### src/hdl/assert_macros.svh
// assertion macros shared by the search block
// no dependencies, included by the modules that assert
`ifndef ASSERT_MACROS_SVH
`define ASSERT_MACROS_SVH

// clocked check, switched off while reset is held
`define KSS_ASSERT(lbl, clk, rst_n, prop, msg) \
    lbl: assert property (@(posedge clk) disable iff (!rst_n) (prop)) else $error(msg);

// clocked check that must hold in and out of reset
`define KSS_ASSERT_ALWAYS(lbl, clk, prop, msg) \
    lbl: assert property (@(posedge clk) (prop)) else $error(msg);

`endif

### src/hdl/kss_pkg.sv
// shared types and codes for the substring search block
// no dependencies
package kss_pkg;

    localparam int BYTE_W   = 8;
    localparam int START_W  = 16;

    typedef enum logic [1:0] {
        ST_FOUND     = 2'd0,
        ST_NOT_FOUND = 2'd1,
        ST_PAT_LONG  = 2'd2,
        ST_TEXT_LONG = 2'd3
    } kss_status_t;

    typedef struct packed {
        kss_status_t              status;
        logic [START_W-1:0]       match_start;
    } kss_result_t;

    // broadcast to every cell of the row
    typedef struct packed {
        logic                     clear;
        logic                     step;
        logic [BYTE_W-1:0]        data;
    } kss_cell_ctrl_t;

endpackage

### src/hdl/kss_req_if.sv
// request channel: pattern and text bytes
// depends on kss_pkg
interface kss_req_if;
    logic                        valid;
    logic                        ready;
    logic                        req_type;
    logic [kss_pkg::BYTE_W-1:0]  byte_value;
    logic                        is_last;

    modport source (output valid, output req_type, output byte_value, output is_last,
                    input ready);
    modport sink   (input valid, input req_type, input byte_value, input is_last,
                    output ready);
endinterface

### src/hdl/kss_res_if.sv
// result channel: search outcome and match offset
// depends on kss_pkg
interface kss_res_if;
    logic                        valid;
    logic                        ready;
    logic [1:0]                  status;
    logic [kss_pkg::START_W-1:0] match_start;

    modport source (output valid, output status, output match_start, input ready);
    modport sink   (input valid, input status, input match_start, output ready);
endinterface

### src/hdl/kss_cell.sv
// one cell of the matcher row: a pattern byte and its partial-match flag
// depends on kss_pkg
module kss_cell (
    input  logic                    clk,
    input  logic                    rst_n,
    input  kss_pkg::kss_cell_ctrl_t ctrl,
    input  logic                    load,
    input  logic                    prev_hit,
    output logic                    hit,
    output logic                    hit_step
);

    logic [kss_pkg::BYTE_W-1:0] byte_reg;
    logic                       hit_reg;
    logic                       hit_next;

    always_ff @(posedge clk)
    begin
        if (load)
        begin
            byte_reg <= ctrl.data;
        end
    end

    // text ending here matches the pattern up to and including this cell
    assign hit_step = prev_hit && (byte_reg == ctrl.data);

    always_comb
    begin
        if (ctrl.clear)
        begin
            hit_next = 1'b0;
        end
        else if (ctrl.step)
        begin
            hit_next = hit_step;
        end
        else
        begin
            hit_next = hit_reg;
        end
    end

    always_ff @(posedge clk or negedge rst_n)
    begin
        if (!rst_n)
        begin
            hit_reg <= 1'b0;
        end
        else
        begin
            hit_reg <= hit_next;
        end
    end

    assign hit = hit_reg;

endmodule

### src/hdl/kss_out_reg.sv
// output register for the result channel
// depends on kss_pkg and kss_res_if
module kss_out_reg (
    input  logic                 clk,
    input  logic                 rst_n,
    input  logic                 push,
    input  kss_pkg::kss_result_t result,
    output logic                 can_push,
    kss_res_if.source            res
);

    logic                 valid_reg;
    logic                 valid_next;
    kss_pkg::kss_result_t result_reg;

    assign can_push = !valid_reg || res.ready;

    always_comb
    begin
        if (push)
        begin
            valid_next = 1'b1;
        end
        else if (res.ready)
        begin
            valid_next = 1'b0;
        end
        else
        begin
            valid_next = valid_reg;
        end
    end

    always_ff @(posedge clk or negedge rst_n)
    begin
        if (!rst_n)
        begin
            valid_reg <= 1'b0;
        end
        else
        begin
            valid_reg <= valid_next;
        end
    end

    always_ff @(posedge clk)
    begin
        if (push)
        begin
            result_reg <= result;
        end
    end

    assign res.valid       = valid_reg;
    assign res.status      = result_reg.status;
    assign res.match_start = result_reg.match_start;

endmodule

### src/hdl/kmp_substring_search.sv
// top level of the first-occurrence substring search
// depends on kss_pkg, kss_req_if, kss_res_if, kss_cell, kss_out_reg, assert_macros.svh
//
// Pattern items (req_type 0) load one byte each into a row of PATTERN_MAX cells;
// text items (req_type 1) are then compared against every cell at once, each
// cell passing its partial-match flag to the next, so the first full match is
// seen in the cycle its last byte arrives. Each text, closed by an item with
// is_last set, gives exactly one result item: found with its start offset,
// not found, pattern too long or text too long; after a result the rest of
// that text is swallowed. One item is accepted per cycle while input ready is
// high, and a result appears in the output register on the next cycle.
// The only limit is the output register: while a result waits there unread,
// input ready falls. The pattern and match state need no clearing pass after
// reset.
`include "assert_macros.svh"

module kmp_substring_search #(
    parameter int PATTERN_MAX = 16,
    parameter int TEXT_MAX    = 65536
) (
    input  logic       clk,
    input  logic       rst_n,
    kss_req_if.sink    req,
    kss_res_if.source  res
);

    localparam int LEN_W  = $clog2(PATTERN_MAX + 1);
    localparam int POS_W  = $clog2(TEXT_MAX + 1);
    localparam int CALC_W = (POS_W > kss_pkg::START_W) ?
                            ((POS_W > LEN_W) ? POS_W : LEN_W) :
                            ((kss_pkg::START_W > LEN_W) ? kss_pkg::START_W : LEN_W);

    logic [LEN_W-1:0] len_reg, len_next;
    logic             complete_reg, complete_next;
    logic             too_long_reg, too_long_next;
    logic [POS_W-1:0] pos_reg, pos_next;
    logic             finished_reg, finished_next;

    logic             acc;
    logic             can_push;
    logic             emit;
    logic [LEN_W-1:0] base_len;
    logic             base_full;
    logic             match;
    logic [CALC_W-1:0] start_calc;

    kss_pkg::kss_cell_ctrl_t cell_ctrl;
    kss_pkg::kss_result_t    result;

    logic [PATTERN_MAX-1:0] load_vec;
    logic [PATTERN_MAX-1:0] hit_vec;
    logic [PATTERN_MAX-1:0] step_vec;
    logic [PATTERN_MAX-1:0] tail_sel;

    assign req.ready = can_push;
    assign acc       = req.valid && req.ready;

    // a pattern byte after a completed pattern starts a fresh one
    assign base_len  = complete_reg ? '0 : len_reg;
    assign base_full = (base_len >= LEN_W'(PATTERN_MAX));

    genvar gi;
    generate
        for (gi = 0; gi < PATTERN_MAX; gi++)
        begin : g_cell
            logic prev_hit;

            if (gi == 0)
            begin : g_head
                assign prev_hit = 1'b1;
            end
            else
            begin : g_link
                assign prev_hit = hit_vec[gi-1];
            end

            assign load_vec[gi] = acc && !req.req_type && !base_full &&
                                  (base_len == LEN_W'(gi));
            assign tail_sel[gi] = (len_reg == LEN_W'(gi + 1));

            kss_cell u_cell (
                .clk      (clk),
                .rst_n    (rst_n),
                .ctrl     (cell_ctrl),
                .load     (load_vec[gi]),
                .prev_hit (prev_hit),
                .hit      (hit_vec[gi]),
                .hit_step (step_vec[gi])
            );
        end
    endgenerate

    assign match      = |(step_vec & tail_sel);
    assign start_calc = CALC_W'(pos_reg) + CALC_W'(1) - CALC_W'(len_reg);

    always_comb
    begin
        len_next        = len_reg;
        complete_next   = complete_reg;
        too_long_next   = too_long_reg;
        pos_next        = pos_reg;
        finished_next   = finished_reg;
        cell_ctrl.clear = 1'b0;
        cell_ctrl.step  = 1'b0;
        cell_ctrl.data  = req.byte_value;
        emit            = 1'b0;
        result.status      = kss_pkg::ST_FOUND;
        result.match_start = '0;

        if (acc)
        begin
            if (!req.req_type)
            begin
                cell_ctrl.clear = 1'b1;
                pos_next        = '0;
                finished_next   = 1'b0;
                complete_next   = req.is_last;
                too_long_next   = complete_reg ? 1'b0 : too_long_reg;
                if (base_full)
                begin
                    too_long_next = 1'b1;
                    len_next      = base_len;
                end
                else
                begin
                    len_next = base_len + LEN_W'(1);
                end
            end
            else
            begin
                complete_next = 1'b1;
                if (!finished_reg)
                begin
                    if (too_long_reg)
                    begin
                        emit          = 1'b1;
                        result.status = kss_pkg::ST_PAT_LONG;
                    end
                    else if (len_reg == '0)
                    begin
                        emit          = 1'b1;
                        result.status = kss_pkg::ST_FOUND;
                    end
                    else if (pos_reg >= POS_W'(TEXT_MAX))
                    begin
                        emit          = 1'b1;
                        result.status = kss_pkg::ST_TEXT_LONG;
                    end
                    else
                    begin
                        cell_ctrl.step = 1'b1;
                        pos_next       = pos_reg + POS_W'(1);
                        if (match)
                        begin
                            emit               = 1'b1;
                            result.status      = kss_pkg::ST_FOUND;
                            result.match_start = start_calc[kss_pkg::START_W-1:0];
                        end
                    end
                end

                if (req.is_last)
                begin
                    if (!finished_reg && !emit)
                    begin
                        emit          = 1'b1;
                        result.status = kss_pkg::ST_NOT_FOUND;
                    end
                    cell_ctrl.clear = 1'b1;
                    pos_next        = '0;
                    finished_next   = 1'b0;
                end
                else
                begin
                    finished_next = finished_reg || emit;
                end
            end
        end
    end

    always_ff @(posedge clk or negedge rst_n)
    begin
        if (!rst_n)
        begin
            len_reg      <= '0;
            complete_reg <= 1'b0;
            too_long_reg <= 1'b0;
            pos_reg      <= '0;
            finished_reg <= 1'b0;
        end
        else
        begin
            len_reg      <= len_next;
            complete_reg <= complete_next;
            too_long_reg <= too_long_next;
            pos_reg      <= pos_next;
            finished_reg <= finished_next;
        end
    end

    kss_out_reg u_out (
        .clk      (clk),
        .rst_n    (rst_n),
        .push     (emit),
        .result   (result),
        .can_push (can_push),
        .res      (res)
    );

    `KSS_ASSERT(a_emit_text_only, clk, rst_n, emit |-> (acc && req.req_type), "result without text item")
    `KSS_ASSERT(a_one_per_text, clk, rst_n, emit |-> !finished_reg, "second result for one text")
    `KSS_ASSERT(a_pattern_resets, clk, rst_n, (acc && !req.req_type) |=> (!finished_reg && pos_reg == '0), "pattern item left search state")
    `KSS_ASSERT(a_overflow_len, clk, rst_n, too_long_reg |-> (len_reg == LEN_W'(PATTERN_MAX)), "overflow flag with short pattern")
    `KSS_ASSERT(a_pos_bound, clk, rst_n, pos_reg <= POS_W'(TEXT_MAX), "text position beyond limit")

endmodule
### src/flat_wrapper.sv
// flat-port wrapper written by rule: the top's interface ports become plain ports
module kmp_substring_search_flat 
#(
    parameter int PATTERN_MAX = 16,
    parameter int TEXT_MAX    = 65536
)
  (clk, rst_n, req_valid, req_req_type, req_byte_value, req_is_last, req_ready, res_valid, res_status, res_match_start, res_ready);
  kss_req_if req_i ();
  kss_res_if res_i ();
  input  logic clk;
  input  logic rst_n;
  input wire logic [$bits(req_i.valid)-1:0] req_valid;
  input wire logic [$bits(req_i.req_type)-1:0] req_req_type;
  input wire logic [$bits(req_i.byte_value)-1:0] req_byte_value;
  input wire logic [$bits(req_i.is_last)-1:0] req_is_last;
  output wire logic [$bits(req_i.ready)-1:0] req_ready;
  output wire logic [$bits(res_i.valid)-1:0] res_valid;
  output wire logic [$bits(res_i.status)-1:0] res_status;
  output wire logic [$bits(res_i.match_start)-1:0] res_match_start;
  input wire logic [$bits(res_i.ready)-1:0] res_ready;
  assign req_i.valid = req_valid;
  assign req_i.req_type = req_req_type;
  assign req_i.byte_value = req_byte_value;
  assign req_i.is_last = req_is_last;
  assign req_ready = req_i.ready;
  assign res_valid = res_i.valid;
  assign res_status = res_i.status;
  assign res_match_start = res_i.match_start;
  assign res_i.ready = res_ready;
  kmp_substring_search #(.PATTERN_MAX(PATTERN_MAX), .TEXT_MAX(TEXT_MAX)) u_core (.clk(clk), .rst_n(rst_n), .req(req_i), .res(res_i));
endmodule
### config.mk
export PLATFORM = sky130hd
export DESIGN_NAME = kmp_substring_search_flat
export DESIGN_NICKNAME = d
export VERILOG_FILES = /design/src/hdl/kss_pkg.sv /design/src/hdl/kss_req_if.sv /design/src/hdl/kss_res_if.sv /design/src/hdl/kss_cell.sv /design/src/hdl/kss_out_reg.sv /design/src/hdl/kmp_substring_search.sv /design/src/flat_wrapper.sv
export VERILOG_INCLUDE_DIRS = /design/src /design/src/hdl
export SDC_FILE = /design/constraint.sdc
export NUM_CORES = 1
export LEC_CHECK = 0
export BUFFER_PORTS_ARGS = -buffer_cell sky130_fd_sc_hd__buf_2
export CORE_MARGIN = 2
export CORE_UTILIZATION = 33
export CTS_CLUSTER_SIZE = 30
export DETAILED_ROUTE_END_ITERATION = 8
export GPL_TIMING_DRIVEN = 0
export PLACE_DENSITY_LB_ADDON = 0.1
export SLEW_MARGIN = 20
export SYNTH_ARGS = -nofsm -noshare
export SYNTH_HDL_FRONTEND = slang
export SYNTH_HIERARCHICAL = 1
export SYNTH_SLANG_ARGS = --single-unit
### constraint.sdc
create_clock -name clk -period 4.9 [get_ports clk]
set_clock_uncertainty 0.05 [all_clocks]
set_input_delay 0.98 -clock clk [delete_from_list [all_inputs] [get_ports clk]]
set_output_delay 0.98 -clock clk [all_outputs]
set_load 0.02 [all_outputs]
# Word level (Yosys, flattened, before mapping)
# Cells that the tools add are included.
[word_totals]
input_bits = 14
regBits = 187
out_inout_bits = 20
[classes]
order_cmp = 2
n_eq_ne = 51
addsub = 3
n_mux = 74
bitwise_logic = 4
n_reduce_logical = 53
[ops]
columns = ["op", "count"]
rows = [
  ["8-bit equality test", 16],
  ["17-bit two-way mux", 6],
  ["5-bit by 4-bit equality test with 1-bit output (second input constant)", 16],
  ["16-bit two-way mux", 4],
  ["1-bit two-way mux", 55],
  ["5-bit by 3-bit equality test with 1-bit output (second input constant)", 8],
  ["1-bit logical AND", 35],
  ["5-bit by 2-bit equality test with 1-bit output (second input constant)", 4],
  ["18-bit two-way mux", 1],
  ["17-bit by 1-bit adder with 17-bit output (second input constant)", 1],
  ["17-bit >= comparator (second input constant)", 1],
  ["16-bit AND", 1],
  ["16-bit OR reduction", 1],
  ["16-bit by 5-bit subtractor with 16-bit output", 1],
  ["2-bit two-way mux", 6],
  ["3-bit != test (second input constant)", 4],
  ["5-bit by 1-bit equality test with 1-bit output (second input constant)", 2],
  ["5-bit logical NOT", 2],
  ["5-bit two-way mux", 2],
  ["7-bit OR reduction", 1],
  ["2-bit nonzero test", 3],
  ["5-bit by 1-bit adder with 5-bit output (second input constant)", 1],
  ["5-bit equality test (second input constant)", 1],
  ["5-bit >= comparator (second input constant)", 1],
  ["other kinds (6)", 14],
]

# Longest topological paths before layout
# Gate-level depths: netlist of the first run.
[depth]
ltp_word = 18
mapped_depth = 12

# Cells and area by module
# The synthesis of the first run kept the hierarchy.
[by_module_without_submodules]
columns = ["module", "cells_per_inst", "n_inst", "seq_area_each_um2", "area_per_inst_um2"]
rows = [
  ["kss_cell", 26, 16, 265.3, 382.9],
  ["kmp_substring_search", 329, 1, 625.6, 2498.6],
  ["kss_out_reg", 21, 1, 565.5, 588.1],
]

# Least setup slack after synthesis of the first run
# Ideal clock, no wire load.
[synth_path]
kind = "in2reg"
start = "input req_byte_value[6]"
end = "register u_core.u_out.result_reg (netlist bit u_core/u_out/res.match_start[0]), enable pin"
setup_slack_ns = 0.993
n_path_buf = 0
required_ns = 4.450
arrival_time_ns = 3.457
stages = 10
path_cell_list = "xor2_1 > nor2_1 > nand4_1 > nor4_1 > mux2_2 > o21ai_0 > a211o_1 > o211ai_1 > nand2_1 > a21oi_1"
[synth_via]
elab_chain_len = 17
[synth_lines]
columns = ["item", "line", "rtl"]
rows = [
  ["start, declared", "flat_wrapper.sv:14", "input wire logic [$bits(req_i.byte_value)-1:0] req_byte_value;"],
  ["8-bit equality test *", "kss_cell.sv:26", "assign hit_step = prev_hit && (byte_reg == ctrl.data);"],
  ["1-bit logical AND *", "kss_cell.sv:26", ""],
  ["via u_core.step_vec[11]", "kmp_substring_search.sv:52", "logic [PATTERN_MAX-1:0] step_vec;"],
  ["16-bit AND *", "kmp_substring_search.sv:93", "assign match = |(step_vec & tail_sel);"],
  ["16-bit OR reduction *", "kmp_substring_search.sv:93", ""],
  ["1-bit two-way mux *", "kmp_substring_search.sv:153", "if (match)"],
  ["1-bit two-way mux *", "kmp_substring_search.sv:144", "else if (pos_reg >= POS_W'(TEXT_MAX))"],
  ["1-bit two-way mux *", "kmp_substring_search.sv:139", "else if (len_reg == '0)"],
  ["(+3 left out)", "n/a", ""],
  ["1-bit two-way mux *", "kmp_substring_search.sv:110", "if (acc)"],
  ["1-bit logical NOT", "kmp_substring_search.sv:164", "if (!finished_reg && !emit)"],
  ["1-bit logical AND", "kmp_substring_search.sv:164", ""],
  ["1-bit two-way mux", "kmp_substring_search.sv:164", ""],
  ["1-bit two-way mux *", "kmp_substring_search.sv:162", "if (req.is_last)"],
  ["1-bit two-way mux *", "kmp_substring_search.sv:112", "if (!req.req_type)"],
  ["1-bit two-way mux *", "kmp_substring_search.sv:110", ""],
  ["via u_core.emit", "kmp_substring_search.sv:41", "logic emit;"],
  ["end signal, assigned", "kss_out_reg.sv:50", "result_reg <= result;"],
  ["end, declared", "kss_out_reg.sv:14", "kss_pkg::kss_result_t result_reg;"],
]
# The timed path passes the listed nets; every way through them passes the cells marked *. The select of a mux whose other input is x is not followed.
# A chain may end at the register's enable or synchronous reset.

# Final worst setup path of the first run
[layout_path]
start = "input req_byte_value[6]"
end = "register u_core.u_out.result_reg (netlist bit u_core/u_out/res.match_start[1]), enable pin"
# Same word-level chain as after synthesis.

==> metrics.md, run 1 <==
| Metric | Value |
|---|---|
| Reg clk slew, reported paths | roughly 0.070 ns |
| Yosys warning count | 6 |
| Post-CTS resize count | 0 |
| Syn Inst Count | 760 |
| Drt total wl | 20.3 mm |
| Critical path's top delay family | compound AO/OA/AOI/OAI gates |
| Residual DRC | 0 |
| Final Slew Violations | 0 |
| Slew margin rel. | slightly above 40% |
| Placer Congestion | 0.808 |
| Die area | roughly 0.029 mm2 |
| Leak | roughly 0.0036 uW |
| CP max FO | 32 |
| I/O pin count | 34 |
| Average size of a mapped cell | between 10 and 15 um2 |
| Slowest stage delay, CP | roughly 0.63 ns |
| CP Launch Type | input port |
| Worst flop-to-flop path endpoint | u_core/u_out/res.match_start[15]$_DFFE_PP_ |
| TNS Setup | 0 ns |
| Routed Antenna Nets | 0 |
| Setup crit start | req_byte_value[6] |
| Peak VDD IR | 0.223 mV |
| Dpl ws | between 0.02 and 0.025 ns |
| Register area | roughly 0.0054 mm2 |
| Crit Path Class | input port to flip-flop |
| Clock sink count | 187 |
| Vias in the first global route | about 6000 |
| Peak Freq | 229 MHz |
| Drt first-iter violations | 450 |
| Max_cap viols | 0 |
| Cell count along the critical path | 12 |
| Hold depth | 2 |
| P per Cell Area | slightly above 400 mW/mm2 |
| Fillers | 2591 |
| Remaining Overflow, GRT | 0 |
| Final Util | between 30% and 40% |
| Worst hold path class | flip-flop to flip-flop |
| Critical Path End Type | flip-flop |
| Hold_ws | 0.440 ns |
| Initial antenna violation count | 0 |
| Wire length on met2 | 9.87 mm |
| DR top layer | met4 |
| Finish-stage setup viols | 0 |
| Rows | 60 |
| Layout net count | approximately 840 |
| Cts bufs inserted | 17 |
| Max FFs per register | 128 |
| Worst-case clock buffer depth | 2 |
| Vias | around 5800 |
| Slack of the critical path | approximately 0.54 ns |
| Period minus WS final | 4.36 ns |
| Worst-Margin Slew | approximately 0.89 ns |
| R2R Path Start | u_core/pos_reg[0]$_DFFE_PN0P_ |
| Worst EP required | 4.98 ns |
| Drt pass-1 iters | 5 |
| Clock Latency Late Sink | 0.43 ns |
| Outcome | finished clean |
| Layout area overhead | 14.7% |
| CP max-delay cell | buf_2 |
| Total track usage | roughly 15% |
| Largest net degree at the start of global routing | 42 |
| Buffer count from post-CTS setup fixing | 0 |
| Vias per cell | 4.86 |
| Global-route wire length before repair | 33.0 mm |
| Share of cells above drive strength 1 | between 10% and 20% |
| # H-tree levels | 4 |
| Worst Setup EP | u_core/u_out/res.match_start[1]$_DFFE_PP_ |
| Hold_buf cts | 0 |
| TritonCTS clock tree | built |
| Detailed Place HPWL | approximately 13 mm |
| Final Hold Vio Count | 0 |
| Initial Utilization | approximately a third |
| Synth Net Count | 787 |
| Total core area | roughly 0.027 mm2 |
| Routed WL per cell | ~17 um |
| Area of the multi-input gates | between 0.003 and 0.004 mm2 |
| Worst path bufs/invs | 2 |
| Antenna diodes | 0 |
| Reg-to-reg setup timing slack | between 1 and 1.5 ns |
| Synthesized area | 0.00916 mm2 |
| Root buffer cell | clkbuf_16 |
| M1 wire length | between 9 and 10 mm |
| Unrepaired setup endpoints after global routing | false |
| PortBufs | 33 |
| Die span in x | approximately 170 um |
| Period utilization | roughly nine tenths |
| Reg2Reg Depth | 12 |
| Die Y | around 170 um |
| Met3 WL | 572 um |
| Worst-path cell chain | buf_2 -> xor2_1 -> nor2_1 -> nand4_1 -> nor4_1 -> mux2_2 -> o21ai_0 -> a211o_1 -> o211ai_1 -> nand2_1 -> a21oi_2 -> buf_6 |
| Crit path DAT | between 4 and 5 ns |
## layout make-up
| class | instances | area share [%] |
|---|---|---|
| Sequential cell | 187 | 51.5 |
| Clock buffer | 17 | 4.05 |
| Tap cell | 372 | 4.43 |
| Inverter | 18 | 0.643 |
| Buffer | 21 | 1.04 |
| Clock inverter | 15 | 1.91 |
| Timing Repair Buffer | 36 | 2.23 |
| Multi-Input combinational cell | 534 | 34.2 |
## worst min path at each step
stage / from / end / slack, ns
detailed placement: u_core/g_cell[14].u_cell/hit$_DFFE_PN0P_ / u_core/g_cell[14].u_cell/hit$_DFFE_PN0P_ / 0.43
CTS: u_core/g_cell[14].u_cell/hit$_DFFE_PN0P_ / u_core/g_cell[14].u_cell/hit$_DFFE_PN0P_ / 0.45
global route: u_core/g_cell[9].u_cell/hit$_DFFE_PN0P_ / u_core/g_cell[9].u_cell/hit$_DFFE_PN0P_ / 0.47
floorplan: u_core/g_cell[0].u_cell/hit$_DFFE_PN0P_ / u_core/g_cell[0].u_cell/hit$_DFFE_PN0P_ / 0.41
finish: u_core/g_cell[14].u_cell/hit$_DFFE_PN0P_ / u_core/g_cell[14].u_cell/hit$_DFFE_PN0P_ / 0.44
global placement: u_core/g_cell[1].u_cell/hit$_DFFE_PN0P_ / u_core/g_cell[1].u_cell/hit$_DFFE_PN0P_ / 0.43
## cell usage in the layout, fill, tap and decap left out, drive strengths merged, types with 12 or more instances in the layout
| cell type | instances |
|---|---|
| xnor2 | 76 |
| o21ai | 47 |
| nor4 | 20 |
| dfrtp | 41 |
| nor3 | 12 |
| nor2 | 77 |
| buf | 40 |
| ha | 12 |
| nand4 | 22 |
| or4 | 17 |
| or2b | 15 |
| clkbuf | 34 |
| nand2 | 61 |
| inv | 27 |
| xor2 | 71 |
| nand3 | 12 |
| edfxtp | 146 |
## through the flow
step | instance area, um2 | cells | power [uW]
4_1_cts | 10500 | 1200 | 4290
3_3_place_gp | 9790 | 1165 | 2810
6_report | 10500 | 1200 | 4220
5_1_grt | 10500 | 1200 | 4460
3_5_place_dp | 9880 | 1168 | 2850
2_1_floorplan | 9160 | 760 | 2530
## worst min-delay path, delay by kind of cell, from the launching register on
family	cells	cell delay (ns)
simple gates	1	0.05
flops	1	0.35
compound gates	1	0.06
## power by group
part / internal [uW] / switching (uW)
sequential: 1790 / 48.8
combinational: 372 / 590
clock: 710 / 712
## layer usage
metal	vias to the layer above	global-route usage, %
met5	-	0
met4	0	4.09
met3	15	2.89
met2	100	25.2
met1	2877	19.1
li1	2838	-
No activity file was read; power rests on OpenSTA's default activity.
==> run 2, diff against run 1 <==
--- a/config.mk
+++ b/config.mk
@@ -6,6 +6,7 @@
 export SDC_FILE = /design/constraint.sdc
 export NUM_CORES = 1
 export LEC_CHECK = 0
+export ABC_AREA = 1
 export BUFFER_PORTS_ARGS = -buffer_cell sky130_fd_sc_hd__buf_2
 export CORE_MARGIN = 2
 export CORE_UTILIZATION = 33
==> metrics.md, run 2 <==
| Metric | Value |
|---|---|
| Die span in x | around 180 um |
| PortBufs | 33 |
| Drt pass-1 iters | 5 |
| Reg-to-reg setup timing slack | 2.06 ns |
| Clock Latency Late Sink | 0.45 ns |
| Commonest non-fill, non-tap cell in the layout | nand2_1 |
| Worst Setup EP | u_core/u_out/res.match_start[3]$_DFFE_PP_ |
| Post-CTS resize count | 0 |
| Leak | 0.00564 uW |
| Die area | 0.0342 mm2 |
| Commonest cells after routing, fill and taps aside | nand2_1 (336), inv_1 (234), nor2_1 (149) |
| Hold_buf cts | 0 |
| Routed Antenna Nets | 0 |
| Root buffer cell | clkbuf_16 |
| Peak VDD IR | 0.235 mV |
| Max_cap viols | 0 |
| Critical Path End Type | flip-flop |
| Min-delay src | u_core/u_out/res.valid$_DFFE_PN0P_ |
| Final Slew Violations | 0 |
| Vias | approximately 7800 |
| Worst-case clock buffer depth | 2 |
| Reg2Reg Depth | 7 |
| Cts bufs inserted | 17 |
| Detailed Place HPWL | 16.2 mm |
| Outcome | finished clean |
| Worst EP required | 5.00 ns |
| Synthesized area | around 0.011 mm2 |
| Average size of a mapped cell | about 8.4 um2 |
| Vias in the first global route | 7466 |
| Residual DRC | 0 |
| Total core area | 0.0324 mm2 |
| Period minus WS final | approximately 3.5 ns |
| Period utilization | 71.7% |
| Total track usage | around 15% |
| Unrepaired setup endpoints after global routing | false |
| Global-route wire length before repair | just under 40 mm |
| Hold_ws | around 0.45 ns |
| I/O pin count | 34 |
| TNS Setup | 0 ns |
| Largest net degree at the start of global routing | 49 |
| Worst flop-to-flop path endpoint | u_core/g_cell[14].u_cell/byte_reg[5]$_DFFE_PP_ |
| Drt total wl | approximately 24 mm |
| Vias per cell | between 4 and 5 |
| Placer Congestion | roughly 0.77 |
| Slew margin rel. | between 30% and 40% |
| Setup crit start | req_byte_value[5] |
| Final Util | 37.6% |
| Initial Utilization | between 30% and 40% |
| CP max FO | 48 |
| Syn Inst Count | 1277 |
| Layout area overhead | 12.9% |
| Die Y | between 150 and 200 um |
| Share of cells above drive strength 1 | between 10% and 20% |
| Layout net count | about 1400 |
| Buffer count from post-CTS setup fixing | 0 |
| Reg clk slew, reported paths | 0.06 ns |
| # H-tree levels | 4 |
| Clock sink count | 187 |
| Yosys warning count | 6 |
| Final Hold Vio Count | 0 |
| P per Cell Area | 320 mW/mm2 |
| R2R Path Start | u_core/len_reg[4]$_DFFE_PN0P_ |
| Worst hold path class | flip-flop to flip-flop |
| Max FFs per register | between 100 and 150 |
| Routed WL per cell | 13.6 um |
| TritonCTS clock tree | built |
| Drt first-iter violations | ~420 |
| Total power | just under 4000 uW |
| Antenna diodes | 0 |
| Crit Path Class | input port to flip-flop |
| Peak Freq | between 200 and 300 MHz |
| Initial antenna violation count | 0 |
| Remaining Overflow, GRT | 0 |
| Worst-Margin Slew | just under 1 ns |
| Crit path DAT | between 3 and 4 ns |
| Rows | 66 |
| CP Launch Type | input port |
| Finish-stage setup viols | 0 |
-- run 2: where the power goes --
part | internal [uW] | switching (uW)
Combinational | 205 | 388
Clock | 895 | 599
Sequential | 1770 | 43.5
Total | 2870 | 1030
-- run 2: worst max-delay path, stage by stage --
cell and delay [ns]:
buf_2 0.73, inv_1 0.09, nand2_1 0.12, nand2_1 0.05, nor2_1 0.10, nand4_1 0.11, nor2_1 0.22, nand4_1 0.13
nand2_1 0.10, nor2_1 0.05, nand2_1 0.14, nor2_1 0.12, a31oi_2 0.41, buf_6 0.23
-- run 2: worst min-delay path by stage --
stage / slack, ns / depth (start not counted) / endpoint
floorplan: 0.46 / 2 / u_core/g_cell[14].u_cell/hit$_DFFE_PN0P_
detailed placement: 0.44 / 2 / u_core/u_out/res.valid$_DFFE_PN0P_
finish: 0.45 / 2 / u_core/u_out/res.valid$_DFFE_PN0P_
global route: 0.47 / 2 / u_core/u_out/res.valid$_DFFE_PN0P_
CTS: 0.46 / 2 / u_core/u_out/res.valid$_DFFE_PN0P_
global placement: 0.44 / 2 / u_core/u_out/res.valid$_DFFE_PN0P_
-- run 2: area by class of cell --
type | instances | area [um2]
fill | 3321 | 20200
sequential | 187 | 5410
multi-input combinational | 815 | 4330
inverter | 271 | 1020
tap | 442 | 553
clock buffer | 17 | 425
clock inverter | 14 | 203
timing repair buffer | 35 | 201
buffer | 5 | 38.8
-- run 2: routing by layer --
metal  global-route usage, %  routed length [um]
met2                    23.5               10600
met5                       0                   0
met4                    5.05                 393
met3                    2.73                 656
met1                    21.6               12600
-- run 2: stage by stage --
stage	std cells	instance area (um2)	worst slack (ns)
floorplan	1278	10800	1.76
global placement	1753	11500	0.0372
detailed placement	1755	11600	0.820
CTS	1786	12200	1.31
global route	1786	12200	0.986
finish	1786	12200	1.39
==> run 3, diff against run 2 <==
==> constraint.sdc (replaced) <==
create_clock -name clk -period 2.8 [get_ports clk]
set_clock_uncertainty 0.05 [all_clocks]
set_input_delay 0.56 -clock clk [delete_from_list [all_inputs] [get_ports clk]]
set_output_delay 0.56 -clock clk [all_outputs]
set_load 0.02 [all_outputs]
==> metrics.md, run 3 (synthesized netlist as in run 2, its figures left out) <==
| Metric | Value |
|---|---|
| Initial Utilization | 33.3% |
| Die Y | about 180 um |
| Clock sink count | 187 |
| Outcome | finished clean |
| Total track usage | between 10% and 20% |
| Global-route wire length before repair | about 40 mm |
| Crit-path most repeated cell | nor2_2 |
| Commonest cells after routing, fill and taps aside | nand2_1 (336), inv_1 (234), edfxtp_1 (146) |
| Worst-case clock buffer depth | 2 |
| Buffer count from post-CTS setup fixing | 0 |
| Crit path DAT | between 2 and 3 ns |
| Reg clk slew, reported paths | about 0.07 ns |
| Clock Latency Late Sink | roughly 0.45 ns |
| Final Hold Vio Count | 0 |
| Remaining Overflow, GRT | 0 |
| TNS Setup | 0 ns |
| Die area | roughly 0.034 mm2 |
| Rows | between 60 and 70 |
| Slew margin rel. | a little over two fifths |
| Detailed Place HPWL | roughly 16 mm |
| Cts bufs inserted | 17 |
| Antenna diodes | 0 |
| Final Util | 38.0% |
| # H-tree levels | 4 |
| CP Launch Type | flip-flop |
| Layout net count | 1359 |
| Routed Antenna Nets | 0 |
| Layout area overhead | 14.1% |
| I/O pin count | 34 |
| Worst-path cell chain | inv_2 -> buf_4 -> buf_2 -> nor2_1 -> nor2_2 -> nand2_1 -> nor2_2 |
| Vias in the first global route | ~7500 |
| Fillers | 3320 |
| Vias per cell | 4.37 |
| Total core area | 0.0324 mm2 |
| Critical path's top delay family | simple AND/OR/NAND/NOR gates |
| PortBufs | 33 |
| Die span in x | around 180 um |
| TritonCTS clock tree | built |
| Period utilization | approximately nine tenths |
| Slowest stage delay, CP | ~0.5 ns |
| Setup crit start | u_core/len_reg[4]$_DFFE_PN0P_ |
| Peak VDD IR | between 0.4 and 0.5 mV |
| Drt total wl | 24.2 mm |
| Finish-stage setup viols | 0 |
| Total power | between 6000 and 7000 uW |
| Worst-Margin Slew | 0.868 ns |
| Critical Path End Type | flip-flop |
| Final Slew Violations | 0 |
| CP max-delay cell | nor2_2 |
| Peak Freq | about 390 MHz |
| Vias | between 7000 and 8000 |
| Commonest non-fill, non-tap cell in the layout | nand2_1 |
| Drt pass-1 iters | 5 |
| Initial antenna violation count | 0 |
| Max_cap viols | 0 |
| R2R Path Start | u_core/len_reg[4]$_DFFE_PN0P_ |
| Unrepaired setup endpoints after global routing | false |
| Max FFs per register | around 130 |
| Worst hold path class | input port to async pin |
| Share of cells above drive strength 1 | 16.0% |
| Residual DRC | 0 |
| P per Cell Area | 555 mW/mm2 |
| CP max FO | 10 |
| Leak | 0.00565 uW |
| Register area | 0.00541 mm2 |
| Hold_buf cts | 0 |
| Root buffer cell | clkbuf_16 |
| Crit Path Class | flip-flop to flip-flop |
| Worst EP required | roughly 2.8 ns |
| Largest net degree at the start of global routing | 49 |
| Drt first-iter violations | about 420 |
| Routed WL per cell | about 14 um |
| Area of the multi-input gates | between 0.004 and 0.005 mm2 |
| Post-CTS resize count | 10 |
| Worst path bufs/invs | 3 |
| Period minus WS final | between 2 and 3 ns |
| Placer Congestion | between 0.7 and 0.8 |
run 3: changes by cell type in the layout (fill, tap and decap cells not counted), sizes merged:
cell	delta
buf	-1
clkbuf	+1
run 3: layout make-up:
class,count,share of cell area (%)
Clock inverter,14,1.65
Timing Repair Buffer,35,1.95
Buffer,5,0.315
Inverter,271,8.26
Tap cell,442,4.49
Clock buffer,17,3.45
Multi-Input combinational cell,815,35.9
Sequential cell,187,43.9
run 3: path summary, 6_finish.rpt:
kind | to | slack, ns | cells past startpoint
setup / recovery | u_core/g_cell[4].u_cell/byte_reg[3]$_DFFE_PP_ | 0.25 | 7
hold / removal | u_core/pos_reg[10]$_DFFE_PN0P_ | 0.09 | 1
setup reg to reg | u_core/g_cell[4].u_cell/byte_reg[3]$_DFFE_PP_ | 0.25 | 7
hold reg to reg | u_core/u_out/res.valid$_DFFE_PN0P_ | 0.45 | 2
max in group asynchronous | u_core/pos_reg[2]$_DFFE_PN0P_ | 2.11 | 1
min in group clk | u_core/u_out/res.valid$_DFFE_PN0P_ | 0.33 | 4
run 3: per-layer routing:
metal	vias up	track usage (%)	part of all wire, %
li1	4148	-	-
met1	3544	21.6	52
met2	86	23.5	44
met3	24	2.73	2.4
met4	0	5.05	1.4
met5	-	0	0
run 3: where the power goes:
part / switching (uW) / leakage, uW / internal (uW)
clock network: 1050 / 0.000299 / 1570
logic: 687 / 0.00348 / 364
registers: 76.0 / 0.00187 / 3100
run 3: stage by stage:
stage / setup WS [ns] / hold slack (ns) / instance area, um2 / cells
finish: 0.247 / 0.0925 / 12300 / 1786
global route: 0.00967 / 0.127 / 12300 / 1786
CTS: -0.0545 / 0.113 / 12200 / 1786
detailed placement: -0.860 / 0.443 / 11600 / 1755
global placement: -1.64 / 0.442 / 11500 / 1753
floorplan: 0.0783 / 0.214 / 10800 / 1278
